<file path="config.mk">
export PLATFORM = sky130hd
export DESIGN_NAME = varint_prefix_encoder
export DESIGN_NICKNAME = d
export VERILOG_FILES = /design/src/hw/rtl/vpe_pkg.sv /design/src/hw/rtl/vpe_front.sv /design/src/hw/rtl/vpe_queue.sv /design/src/hw/rtl/vpe_back.sv /design/src/hw/rtl/varint_prefix_encoder.sv
export SDC_FILE = /design/constraint.sdc
export NUM_CORES = 1
export LEC_CHECK = 0
export BUFFER_PORTS_ARGS = -buffer_cell sky130_fd_sc_hd__buf_2
export CORE_MARGIN = 1.5
export CORE_UTILIZATION = 40
export CTS_CLUSTER_SIZE = 40
export DETAILED_ROUTE_END_ITERATION = 10
export GPL_TIMING_DRIVEN = 0
export PLACE_DENSITY = 0.59
export SLEW_MARGIN = 0
export SYNTH_ARGS = -nofsm -noshare
export SYNTH_HDL_FRONTEND = slang
export SYNTH_SLANG_ARGS = --single-unit
</file>
<file path="constraint.sdc">
create_clock -name clock -period 9.2 [get_ports clock]
set_clock_uncertainty 0.2 [all_clocks]
set_input_delay 0.46 -clock clock [delete_from_list [all_inputs] [get_ports clock]]
set_output_delay 0.46 -clock clock [all_outputs]
set_load 0.005 [all_outputs]
</file>
<file path="src/hw/rtl/vpe_pkg.sv">
// Shared types, codes and encoding tables of the varint prefix encoder.
package vpe_pkg;

   localparam int unsigned VPE_QUEUE_DEPTH = 2;

   // Type modes on the request channel.
   localparam logic [2:0] MODE_S16 = 3'd0;
   localparam logic [2:0] MODE_U16 = 3'd1;
   localparam logic [2:0] MODE_S32 = 3'd2;
   localparam logic [2:0] MODE_U32 = 3'd3;
   localparam logic [2:0] MODE_S64 = 3'd4;
   localparam logic [2:0] MODE_U64 = 3'd5;

   // Status codes on the response channel.
   localparam logic [1:0] ST_OK    = 2'd0;
   localparam logic [1:0] ST_RANGE = 2'd1;
   localparam logic [1:0] ST_ROOM  = 2'd2;

   // One classified item, as handed from the front end to the back end.
   // The data is left aligned with the prefix already merged into the top byte.
   typedef struct packed {
      logic [63:0] data;
      logic [3:0]  beats;
      logic [3:0]  length;
      logic [1:0]  status;
   } vpe_item_type;

   function automatic logic [63:0] vpe_type_mask(input logic [2:0] mode);
      logic [63:0] mask;
      unique case (mode) inside
         MODE_S16, MODE_U16: mask = 64'h0000_0000_0000_FFFF;
         MODE_S32, MODE_U32: mask = 64'h0000_0000_FFFF_FFFF;
         MODE_S64, MODE_U64: mask = 64'hFFFF_FFFF_FFFF_FFFF;
         default:            mask = 64'h0;
      endcase
      return mask;
   endfunction

   function automatic logic [7:0] vpe_sign_flag(input logic [2:0] mode);
      logic [7:0] flag;
      unique case (mode) inside
         MODE_S16:           flag = 8'h40;
         MODE_S32, MODE_S64: flag = 8'h20;
         default:            flag = 8'h00;
      endcase
      return flag;
   endfunction

   function automatic logic [2:0] vpe_class_count(input logic [2:0] mode);
      logic [2:0] count;
      unique case (mode) inside
         MODE_S16, MODE_U16:                     count = 3'd2;
         MODE_S32, MODE_U32, MODE_S64, MODE_U64: count = 3'd4;
         default:                                count = 3'd0;
      endcase
      return count;
   endfunction

   function automatic logic [63:0] vpe_class_limit(input logic [2:0] mode,
                                                   input logic [1:0] cls);
      logic [63:0] limit;
      limit = 64'h0;
      unique case (mode)
         MODE_S16: begin
            case (cls)
               2'd0:    limit = 64'h3F;
               2'd1:    limit = 64'h3FFF;
               default: limit = 64'h0;
            endcase
         end
         MODE_U16: begin
            case (cls)
               2'd0:    limit = 64'h7F;
               2'd1:    limit = 64'h7FFF;
               default: limit = 64'h0;
            endcase
         end
         MODE_S32: begin
            case (cls)
               2'd0:    limit = 64'h1F;
               2'd1:    limit = 64'h1FFF;
               2'd2:    limit = 64'h1F_FFFF;
               default: limit = 64'h1FFF_FFFF;
            endcase
         end
         MODE_U32: begin
            case (cls)
               2'd0:    limit = 64'h3F;
               2'd1:    limit = 64'h3FFF;
               2'd2:    limit = 64'h3F_FFFF;
               default: limit = 64'h3FFF_FFFF;
            endcase
         end
         MODE_S64: begin
            case (cls)
               2'd0:    limit = 64'h1F;
               2'd1:    limit = 64'h1FFF;
               2'd2:    limit = 64'h1FFF_FFFF;
               default: limit = 64'h1FFF_FFFF_FFFF_FFFF;
            endcase
         end
         MODE_U64: begin
            case (cls)
               2'd0:    limit = 64'h3F;
               2'd1:    limit = 64'h3FFF;
               2'd2:    limit = 64'h3FFF_FFFF;
               default: limit = 64'h3FFF_FFFF_FFFF_FFFF;
            endcase
         end
         default: limit = 64'h0;
      endcase
      return limit;
   endfunction

   function automatic logic [3:0] vpe_class_len(input logic [2:0] mode,
                                               input logic [1:0] cls);
      logic [3:0] len;
      unique case (mode) inside
         MODE_S16, MODE_U16: len = (cls == 2'd0) ? 4'd1 : 4'd2;
         MODE_S32, MODE_U32: len = 4'({2'b00, cls} + 3'd1);
         MODE_S64, MODE_U64: begin
            case (cls)
               2'd0:    len = 4'd1;
               2'd1:    len = 4'd2;
               2'd2:    len = 4'd4;
               default: len = 4'd8;
            endcase
         end
         default: len = 4'd0;
      endcase
      return len;
   endfunction

   function automatic logic [7:0] vpe_class_prefix(input logic [2:0] mode,
                                                  input logic [1:0] cls);
      logic [7:0] prefix;
      unique case (mode) inside
         MODE_S16, MODE_U16: prefix = (cls == 2'd0) ? 8'h00 : 8'h80;
         default:            prefix = {cls, 6'b0};
      endcase
      return prefix;
   endfunction

endpackage

</file>
<file path="src/hw/rtl/vpe_front.sv">
// Front end: takes the magnitude, picks the length class and aligns the bytes.
module vpe_front
   import vpe_pkg::*;
(
   input  logic [2:0]   req_mode,
   input  logic [63:0]  req_value,
   input  logic [3:0]   req_room,
   output vpe_item_type item
);

   logic [63:0] mask;
   logic [63:0] raw;
   logic [63:0] mag;
   logic [63:0] aligned;
   logic        neg;
   logic [7:0]  neg_byte;
   logic [2:0]  ncls;
   logic        found;
   logic [1:0]  chosen;
   logic [3:0]  n;

   always_comb begin
      mask = vpe_type_mask(req_mode);
      raw  = req_value & mask;
      // The top bit of the type sits where the mask and the mask shifted down differ.
      neg  = (vpe_sign_flag(req_mode) != 8'h00) && ((raw & (mask ^ (mask >> 1))) != 64'h0);
      mag  = neg ? ((~raw + 64'd1) & mask) : raw;
      neg_byte = neg ? vpe_sign_flag(req_mode) : 8'h00;
      ncls = vpe_class_count(req_mode);

      // Every limit is all ones below some bit, so a fit is a zero test above it.
      found  = 1'b0;
      chosen = 2'd0;
      for (int c = 3; c >= 0; c--) begin
         if ((3'(c) < ncls) && ((mag & ~vpe_class_limit(req_mode, 2'(c))) == 64'h0)) begin
            found  = 1'b1;
            chosen = 2'(c);
         end
      end
      n = vpe_class_len(req_mode, chosen);

      case (n)
         4'd1:    aligned = {mag[7:0],  56'h0};
         4'd2:    aligned = {mag[15:0], 48'h0};
         4'd3:    aligned = {mag[23:0], 40'h0};
         4'd4:    aligned = {mag[31:0], 32'h0};
         default: aligned = mag;
      endcase
      aligned[63:56] = aligned[63:56] | vpe_class_prefix(req_mode, chosen) | neg_byte;

      if (!found) begin
         item.data   = 64'h0;
         item.beats  = 4'd1;
         item.length = 4'd0;
         item.status = ST_RANGE;
      end else if (req_room < n) begin
         item.data   = 64'h0;
         item.beats  = 4'd1;
         item.length = 4'd0;
         item.status = ST_ROOM;
      end else begin
         item.data   = aligned;
         item.beats  = n;
         item.length = n;
         item.status = ST_OK;
      end
   end

endmodule

</file>
<file path="src/hw/rtl/vpe_queue.sv">
// Small register queue that decouples the front end from the back end.
module vpe_queue
   import vpe_pkg::*;
#(
   parameter int unsigned DEPTH = VPE_QUEUE_DEPTH
)
(
   input  logic         clock,
   input  logic         reset,
   input  logic         push,
   input  vpe_item_type push_item,
   input  logic         pop,
   output vpe_item_type pop_item,
   output logic         full,
   output logic         empty
);

   localparam int unsigned PW = $clog2(DEPTH);
   localparam int unsigned CW = $clog2(DEPTH + 1);

   vpe_item_type  entries_ff [DEPTH];
   logic [PW-1:0] wr_ptr_ff, wr_ptr_in;
   logic [PW-1:0] rd_ptr_ff, rd_ptr_in;
   logic [CW-1:0] count_ff, count_in;

   assign full     = (count_ff == CW'(DEPTH));
   assign empty    = (count_ff == '0);
   assign pop_item = entries_ff[rd_ptr_ff];

   always_comb begin
      wr_ptr_in = wr_ptr_ff;
      rd_ptr_in = rd_ptr_ff;
      count_in  = count_ff;
      if (push) begin
         wr_ptr_in = (wr_ptr_ff == PW'(DEPTH - 1)) ? '0 : wr_ptr_ff + PW'(1);
      end
      if (pop) begin
         rd_ptr_in = (rd_ptr_ff == PW'(DEPTH - 1)) ? '0 : rd_ptr_ff + PW'(1);
      end
      case ({push, pop})
         2'b10:   count_in = count_ff + CW'(1);
         2'b01:   count_in = count_ff - CW'(1);
         default: count_in = count_ff;
      endcase
   end

   always_ff @(posedge clock) begin
      if (reset) begin
         wr_ptr_ff <= '0;
         rd_ptr_ff <= '0;
         count_ff  <= '0;
      end else begin
         wr_ptr_ff <= wr_ptr_in;
         rd_ptr_ff <= rd_ptr_in;
         count_ff  <= count_in;
      end
   end

   always_ff @(posedge clock) begin
      if (push) begin
         entries_ff[wr_ptr_ff] <= push_item;
      end
   end

endmodule

</file>
<file path="src/hw/rtl/vpe_back.sv">
// Back end: shifts out one encoded byte per cycle, most significant first.
module vpe_back
   import vpe_pkg::*;
(
   input  logic         clock,
   input  logic         reset,
   input  logic         item_valid,
   input  vpe_item_type item,
   output logic         pop,
   output logic         rsp_strobe,
   output logic [7:0]   rsp_out_byte,
   output logic         rsp_last,
   output logic [1:0]   rsp_status,
   output logic [3:0]   rsp_length
);

   logic        active_ff, active_in;
   logic [63:0] data_ff, data_in;
   logic [3:0]  left_ff, left_in;
   logic [3:0]  length_ff, length_in;
   logic [1:0]  status_ff, status_in;
   logic        finishing;

   assign finishing = !active_ff || (left_ff == 4'd1);
   assign pop       = finishing && item_valid;

   always_comb begin
      active_in = active_ff;
      data_in   = data_ff;
      left_in   = left_ff;
      length_in = length_ff;
      status_in = status_ff;
      if (!finishing) begin
         data_in = {data_ff[55:0], 8'h00};
         left_in = left_ff - 4'd1;
      end else begin
         active_in = item_valid;
         if (item_valid) begin
            data_in   = item.data;
            left_in   = item.beats;
            length_in = item.length;
            status_in = item.status;
         end
      end
   end

   always_ff @(posedge clock) begin
      if (reset) begin
         active_ff <= 1'b0;
      end else begin
         active_ff <= active_in;
      end
   end

   always_ff @(posedge clock) begin
      data_ff   <= data_in;
      left_ff   <= left_in;
      length_ff <= length_in;
      status_ff <= status_in;
   end

   assign rsp_strobe   = active_ff;
   assign rsp_out_byte = data_ff[63:56];
   assign rsp_last     = (left_ff == 4'd1);
   assign rsp_status   = status_ff;
   assign rsp_length   = length_ff;

endmodule

</file>
<file path="src/hw/rtl/varint_prefix_encoder.sv">
// Top level of the length-prefixed variable-length integer encoder.
//
// A request beat (req_mode, req_value, req_room) is taken at a rising clock
// edge at which start is high and busy is low. Each request gives one to eight
// response beats on the rsp_ ports, each shown for exactly one cycle with
// rsp_strobe high and rsp_last high on the final beat. A value out of range, or
// too little room, gives a single beat carrying the status and a zero byte.
// The front end classifies a request in the cycle it is taken and writes it
// into a queue of QUEUE_DEPTH entries; busy is high while that queue is full.
// The back end takes one entry at a time and shifts out one byte per cycle, so
// a request that encodes to n bytes gives n beats and an error request one.
// A request is written into a queue entry and then loaded into the back end's
// shift register, from which its first beat is shown; the beats of successive
// requests follow one another with no gap while requests keep arriving.
// Sustained throughput is therefore set by the byte shifter in the back end:
// one byte per cycle, up to eight bytes per request. The receiver cannot
// stall, so nothing on the response side ever waits. A synchronous reset
// empties the queue and drops any beats in flight.
module varint_prefix_encoder
   import vpe_pkg::*;
#(
   parameter int unsigned QUEUE_DEPTH = VPE_QUEUE_DEPTH
)
(
   input  logic        clock,
   input  logic        reset,
   input  logic        start,
   output logic        busy,
   input  logic [2:0]  req_mode,
   input  logic [63:0] req_value,
   input  logic [3:0]  req_room,
   output logic        rsp_strobe,
   output logic [7:0]  rsp_out_byte,
   output logic        rsp_last,
   output logic [1:0]  rsp_status,
   output logic [3:0]  rsp_length
);

   vpe_item_type front_item;
   vpe_item_type queue_item;
   logic         queue_full;
   logic         queue_empty;
   logic         queue_pop;
   logic         accept;

   // A request is taken whenever the queue has a free entry.
   assign busy   = queue_full;
   assign accept = start && !queue_full;

   vpe_front u_front (
      .req_mode  (req_mode),
      .req_value (req_value),
      .req_room  (req_room),
      .item      (front_item)
   );

   vpe_queue #(
      .DEPTH (QUEUE_DEPTH)
   ) u_queue (
      .clock     (clock),
      .reset     (reset),
      .push      (accept),
      .push_item (front_item),
      .pop       (queue_pop),
      .pop_item  (queue_item),
      .full      (queue_full),
      .empty     (queue_empty)
   );

   // The back end loads the next entry in the same cycle as it shows the last
   // beat of the current one, so beats of successive requests run back to back.
   vpe_back u_back (
      .clock        (clock),
      .reset        (reset),
      .item_valid   (!queue_empty),
      .item         (queue_item),
      .pop          (queue_pop),
      .rsp_strobe   (rsp_strobe),
      .rsp_out_byte (rsp_out_byte),
      .rsp_last     (rsp_last),
      .rsp_status   (rsp_status),
      .rsp_length   (rsp_length)
   );

endmodule

</file>
==> results.cfg, run 1 <==
[timing]
finalHoldViolCount = 0
rsz0062_at_grt = no
finalSetupTns_ns = 0
worst_slack_ns = 0.464
worst_pin_slew_ns = 1.08
holdWs_ns = 0.219
finalSetupViolCount = 0
fmax_ghz = 0.114
period_needed_ns = 8.74
relSlewSlack = 0.268
slew_viol_final = 0
finalCritPeriodShare = 0.950

[placed_design]
dp_hpwl_um = 34200
dp_slack_ns = -1.15
portBuffers = 75
dp_cells = 1780
dpl-instance-area_mm2 = 0.0142
gp_congestion = 0.982

[floorplanning]
die_w_um = 184
start_util = 0.405
core_area_mm2 = 0.0325
row_count = 66
fp.dieH_um = 184
io_pins = 91
die_area_mm2 = 0.0339

[run_status]
status = complete, no violations

[routing]
totalWireLength_um = 44400
drt_pass1_iterations = 6
routedWlPerCell_um = 24.4
drc = 0
drt_iter0_drc = 971
viasPerCell = 5.93
vias = 10788
drtAntennaViolNets = 0

[synth]
postSynthAreaPerCell_um2 = 10.4
yosys.area.top_type = edfxtp_1
syn_nets = 1351
ys_seq_area_frac = 0.497
synthCells = 1259
synth-edff-count = 208
synth_top_area_share = 0.475
yosysUniqueCellTypes = 82
synth_area_leaders = edfxtp_1, mux2i_1, o21ai_0, nand2_1, nor2_1
ys.flop_type = edfxtp_1
synthArstFlopShare = 0
ys_ff_latch = 222
synth_warnings = 0
synth.most_common_cell = edfxtp_1
syn_area_mm2 = 0.0131
synth.top_cells.by_count = edfxtp_1, nand2_1, o21ai_0

[critical_path]
rr_endpoint = u_queue.count_ff[1]
end_kind = flip-flop
worst-r2r-setup-slack_ns = 5.15
endpoint = u_queue.entries_ff[0][10]
start_kind = input pin
arrival_ns = 8.75
cp_slowest_cell = buf_1
crit_required_ns = 9.21
worstSetupStartpoint = req_mode[1]
crit_fanout = 13
critPathMaxStageDelay_ns = 0.58
criticalPathCategory = input pin to flip-flop
reg2reg_from = u_back.left_ff[0]
r2r_cells = 11

[grt]
overflow = 0
grt_pass1_vias = 10545
grt_usage = 0.264
grt_max_degree = 56
grt_pass1_wl_um = 66600
grt_antenna_before_repair = 0

[clock_network]
cts_root_buf = clkbuf_16
cts.sinks = 222
postCtsSetupBuffers = 0
cts_tree = yes
clk_path_buf_depth = 3
clk_pin_slew_worst_paths_ns = 0.06
numCtsBuffers = 22
cts.htree.levels = 1
worstSkewPairLatency_ns = 0.49

[power]
powerDensity_mw_per_mm2 = 232
p_leak_nw = 5.01
vdd_drop_max_uv = 152
total_power_mw = 3.46

[cells_and_area]
design_area_mm2 = 0.0149
n_antenna_cell = 0
finalNonFillerCells = 1818
areaGrowthSynthToFinish_pct = 13.5
fin_nets = 1454
fin_util = 0.459
drive_gt1_frac = 0.150

[job]
maxCapViolCount = 0

[hold_path]
hold_class = input pin to flip-flop
==> state kept, by name, summed over array words and instances, names as in the netlist, 2 cells and up, named ones only <==
register,cells
u_queue.count_ff,2
u_back.rsp_length,4
u_back.rsp_status,2
u_queue.entries_ff,142
u_back.left_ff,4
u_back.data_ff,64
==> cells in the final DEF, fill, tap and decap left out, types with 6 or more instances in the layout <==
cell type and n:
edfxtp_1 208, nand2_1 130, o21ai_0 101, nor2_1 91, buf_2 84, mux2i_1 77
clkbuf_1 66, a21oi_1 42, nor3_1 38, xnor2_1 32, a31oi_1 30, xor2_1 24
nand3_1 23, clkbuf_16 23, inv_1 21, mux2_2 18, o41ai_1 18, ha_1 18
nor4_1 17, nand2b_1 15, o31ai_1 15, or3_1 15, or4_1 14, dfxtp_1 14
nand4_1 13, a22oi_1 13, and2_1 11, o22ai_2 11, o22ai_1 10, buf_4 9
buf_1 8, a211oi_1 7, a41oi_1 7, o21a_1 7, clkbuf_2 6, or2_2 6
a21o_1 6, and4_1 6
==> logic make-up after synthesis <==
group,synth area share
AND/OR/NAND/NOR,0.162
AO/OA/AOI/OAI,0.171
flip-flops,0.497
buffers and inverters,0.0394
multiplexers,0.0741
XOR/XNOR,0.0373
adder cells (fa/ha/maj),0.0194
==> layout make-up <==
cell class / count / area (um^2)
timing repair buffer: 80 / 473
sequential: 222 / 6530
tap: 442 / 553
fill: 3128 / 17500
buffer: 95 / 432
clock inverter: 8 / 43.8
inverter: 24 / 90.1
multi-input combinational: 917 / 6180
clock buffer: 30 / 612
==> where the power goes <==
| group | leakage, nW | switching, mW | internal [mW] |
|---|---|---|---|
| clock | 0.321 | 0.352 | 0.465 |
| sequential | 2.15 | 0.0861 | 1.48 |
| combinational | 2.54 | 0.722 | 0.360 |
==> worst max-delay path, delay by kind of cell <==
kind | cells | cell delay [ns]
fa+ha+maj | 4 | 1.22
mux | 1 | 0.40
xor+xnor | 1 | 0.40
compound gates | 7 | 1.83
simple gates | 6 | 1.32
buf+inv | 11 | 3.10
==> layer usage <==
layer | vias up | GRT usage | wire (um)
met5 | - | 0 | 0
met4 | 0 | 0.112 | 2010
met3 | 90 | 0.0261 | 2580
met2 | 458 | 0.444 | 20900
met1 | 5222 | 0.347 | 18900
li1 | 5018 | - | -
==> how the worst min path moves through the flow <==
stage	endpoint	depth (start not counted)	slack, ns	from
after global placement	u_back.data_ff[4]	2	0.23	u_back.data_ff[4]
after floorplan	u_back.data_ff[0]	2	0.22	u_back.data_ff[0]
after global routing	u_queue.wr_ptr_ff	4	0.27	start
after detailed placement	u_back.data_ff[1]	2	0.24	u_back.data_ff[1]
after CTS	u_queue.wr_ptr_ff	4	0.20	start
final	u_queue.wr_ptr_ff	4	0.22	start
==> what timing repair did <==
action,CTS,global route
hold buffers,1,0
gates cloned,0,0
endpoints found under the setup margin,132,136
resized for setup,6,16
pin swaps,0,0
hold endpoints to repair,6,0
No activity file was read; power rests on OpenSTA's default activity.
==> run 2: changes to the inputs <==
--- a/config.mk
+++ b/config.mk
@@ -7,12 +7,14 @@
 export LEC_CHECK = 0
 export BUFFER_PORTS_ARGS = -buffer_cell sky130_fd_sc_hd__buf_2
 export CORE_MARGIN = 1.5
-export CORE_UTILIZATION = 40
+export CORE_UTILIZATION = 50
 export CTS_CLUSTER_SIZE = 40
 export DETAILED_ROUTE_END_ITERATION = 10
 export GPL_TIMING_DRIVEN = 0
-export PLACE_DENSITY = 0.59
+export PLACE_DENSITY = 0.7
+export SKIP_LAST_GASP = 1
 export SLEW_MARGIN = 0
 export SYNTH_ARGS = -nofsm -noshare
 export SYNTH_HDL_FRONTEND = slang
+export SYNTH_HIERARCHICAL = 1
 export SYNTH_SLANG_ARGS = --single-unit
==> run 2 against run 1 <==
Critical path depth shrank 1; clock-buffer cell count shrank 1; via count decreased by 0.29%; utilization up 11 points; sequential power is 3% higher; non-clock buffer count is 3 higher; register-to-register slack better by 1.0 ns; sequential share of layout area decreased by 0.15 points; clock power about the same.
==> results.cfg, run 2 <==
[synth]
synthCells = 1308
synth_warnings = 6
postSynthAreaPerCell_um2 = 10.5
ys_seq_area_frac = 0.487
synthArstFlopShare = 0
synth_top_area_share = 0.467
synth.top_cells.by_count = edfxtp_1, nand2_1, nor2_1
yosys.area.top_type = edfxtp_1
ys_ff_latch = 228
ys.flop_type = edfxtp_1
syn_area_mm2 = 0.0138
synth-edff-count = 214
syn_nets = 1392
synth.most_common_cell = edfxtp_1
synth_area_leaders = edfxtp_1, mux2_2, mux2i_1, nand2_1, nor2_1
yosysUniqueCellTypes = 84

[timing]
finalSetupViolCount = 0
holdWs_ns = 0.155
finalHoldViolCount = 0
finalCritPeriodShare = 0.953
period_needed_ns = 8.77
worst_pin_slew_ns = 0.918
relSlewSlack = 0.388
rsz0062_at_grt = no
fmax_ghz = 0.114
slew_viol_final = 0

[grt]
grt_pass1_vias = 10511
grt_antenna_before_repair = 0
overflow = 0
grt_pass1_wl_um = 62800
grt_usage = 0.292
grt_max_degree = 44

[power]
powerDensity_mw_per_mm2 = 247
total_power_mw = 3.79
p_leak_nw = 5.77
vdd_drop_max_uv = 139

[cells_and_area]
reg.largest.list = u_queue/entries_ff: 148 flops, u_back/data_ff: 64 flops
fillers = 2326
largest_reg_flops = 148
fin_nets = 1500
largest_register = u_queue/entries_ff
areaGrowthSynthToFinish_pct = 11.6
drive_gt1_frac = 0.225
layout_commonest_cell = edfxtp_1
mostFrequentLayoutCells = edfxtp_1, nand2_1, nor2_1
multiInputGateArea_mm2 = 0.00623
n_antenna_cell = 0
register_area_mm2 = 0.00671

[clock_network]
clk_path_buf_depth = 3
clk_pin_slew_worst_paths_ns = 0.06
cts_root_buf = clkbuf_16
cts_tree = yes
numCtsBuffers = 22
worstSkewPairLatency_ns = 0.50
cts.sinks = 228
cts.htree.levels = 1

[run_status]
status = complete, no violations

[job]
maxCapViolCount = 0

[placed_design]
gp_congestion = 1.01
dp_hpwl_um = 32200
portBuffers = 79

[critical_path]
crit_fanout = 10
arrival_ns = 8.77
start_kind = input pin
cp_slowest_cell = or4_4
critPathMaxStageDelay_ns = 0.60
path_delay_family = simple AND/OR/NAND/NOR gates
end_kind = flip-flop
crit_required_ns = 9.21
path_buf_inv = 7
criticalPathCategory = input pin to flip-flop

[floorplanning]
row_count = 60
die_area_mm2 = 0.0286
io_pins = 91
core_area_mm2 = 0.0270
die_w_um = 169
start_util = 0.510
fp.dieH_um = 169

[routing]
drt_iter0_drc = 916
vias = 10757
viasPerCell = 6.07
routedWlPerCell_um = 23.7
drc = 0
drt_pass1_iterations = 5
drtAntennaViolNets = 0
totalWireLength_um = 41900

[hold_path]
hold_class = input pin to flip-flop
## run 2: cell count changes after synthesis, sizes merged, moves of 21 or more
cell | previous run | this run
inv | 23 | 71
clkbuf | 67 | 35
a21oi | 44 | 65
nor2 | 94 | 147
buf | 29 | 59
mux2 | 18 | 81
o21ai | 101 | 48
## run 2: through the flow
step                instances  setup WS [ns]   util  cell area, um^2  setup TNS (ns)
global route             1772         0.0651  0.569            15400               0
CTS                      1772          0.121  0.568            15400               0
floorplan                1308           2.16      -            13800               0
finish                   1772          0.433  0.569            15400               0
detailed placement       1732         -0.369  0.544            14700           -9.76
global placement         1728         -0.260  0.540            14600           -4.54
## run 2: tightest hold or removal path, delay by kind of cell
kind	cells	cell delay [ns]
XOR/XNOR	1	0.07
buffers and inverters	1	0.07
AND/OR/NAND/NOR	2	0.22
## run 2: path summary, 6_finish.rpt
check / startpoint / end / slack [ns] / cells past startpoint
hold / removal: start / u_queue/wr_ptr_ff / 0.15 / 4
setup / recovery: req_mode[2] / u_queue/entries_ff[0][44] / 0.43 / 29
setup reg to reg: u_queue/count_ff[0] / u_queue/count_ff[1] / 6.16 / 8
hold reg to reg: u_back/data_ff[2] / u_back/data_ff[2] / 0.30 / 2
## run 2: where the power goes
part	internal, mW	switching, mW
clock network	0.457	0.360
logic	0.554	0.823
registers	1.52	0.0820
total	2.53	1.26
## run 2: timing repair
| action | 4_1_cts | 5_1_grt |
|---|---|---|
| resized for setup | 0 | 6 |
| hold buffers | 1 | 0 |
| endpoints found under the hold margin | 6 | 0 |
| setup buffers | 0 | 0 |
| setup endpoints to repair | 0 | 130 |
## run 2: logic make-up (layout without fill, tap and decap cells)
family / count (synthesis) / in the layout / synth area share
xor gates and xnor gates: 53 / 53 / 0.0337
muxes: 159 / 159 / 0.123
and+or+nand+nor: 456 / 456 / 0.171
adders and majority gates: 10 / 10 / 0.00908
AOI/OAI and AO/OA: 237 / 237 / 0.113
buffers and inverters: 165 / 288 / 0.0629
DFF: 228 / 228 / 0.487
## run 2: final cells by class
type	instances	area share
buffer	94	0.0392
inverter	71	0.0173
sequential	228	0.436
clock buffer	29	0.0389
multi-input combinational	915	0.405
clock inverter	10	0.00342
tap	341	0.0278
timing repair buffer	84	0.0321
## run 2: metal layers
| layer | vias to the layer above | global-route usage | wire length, um |
|---|---|---|---|
| met5 | - | 0 | 0 |
| met1 | 5192 | 0.394 | 18200 |
| li1 | 4990 | - | - |
| met3 | 102 | 0.0238 | 2230 |
| met2 | 473 | 0.479 | 19400 |
| met4 | 0 | 0.144 | 2070 |
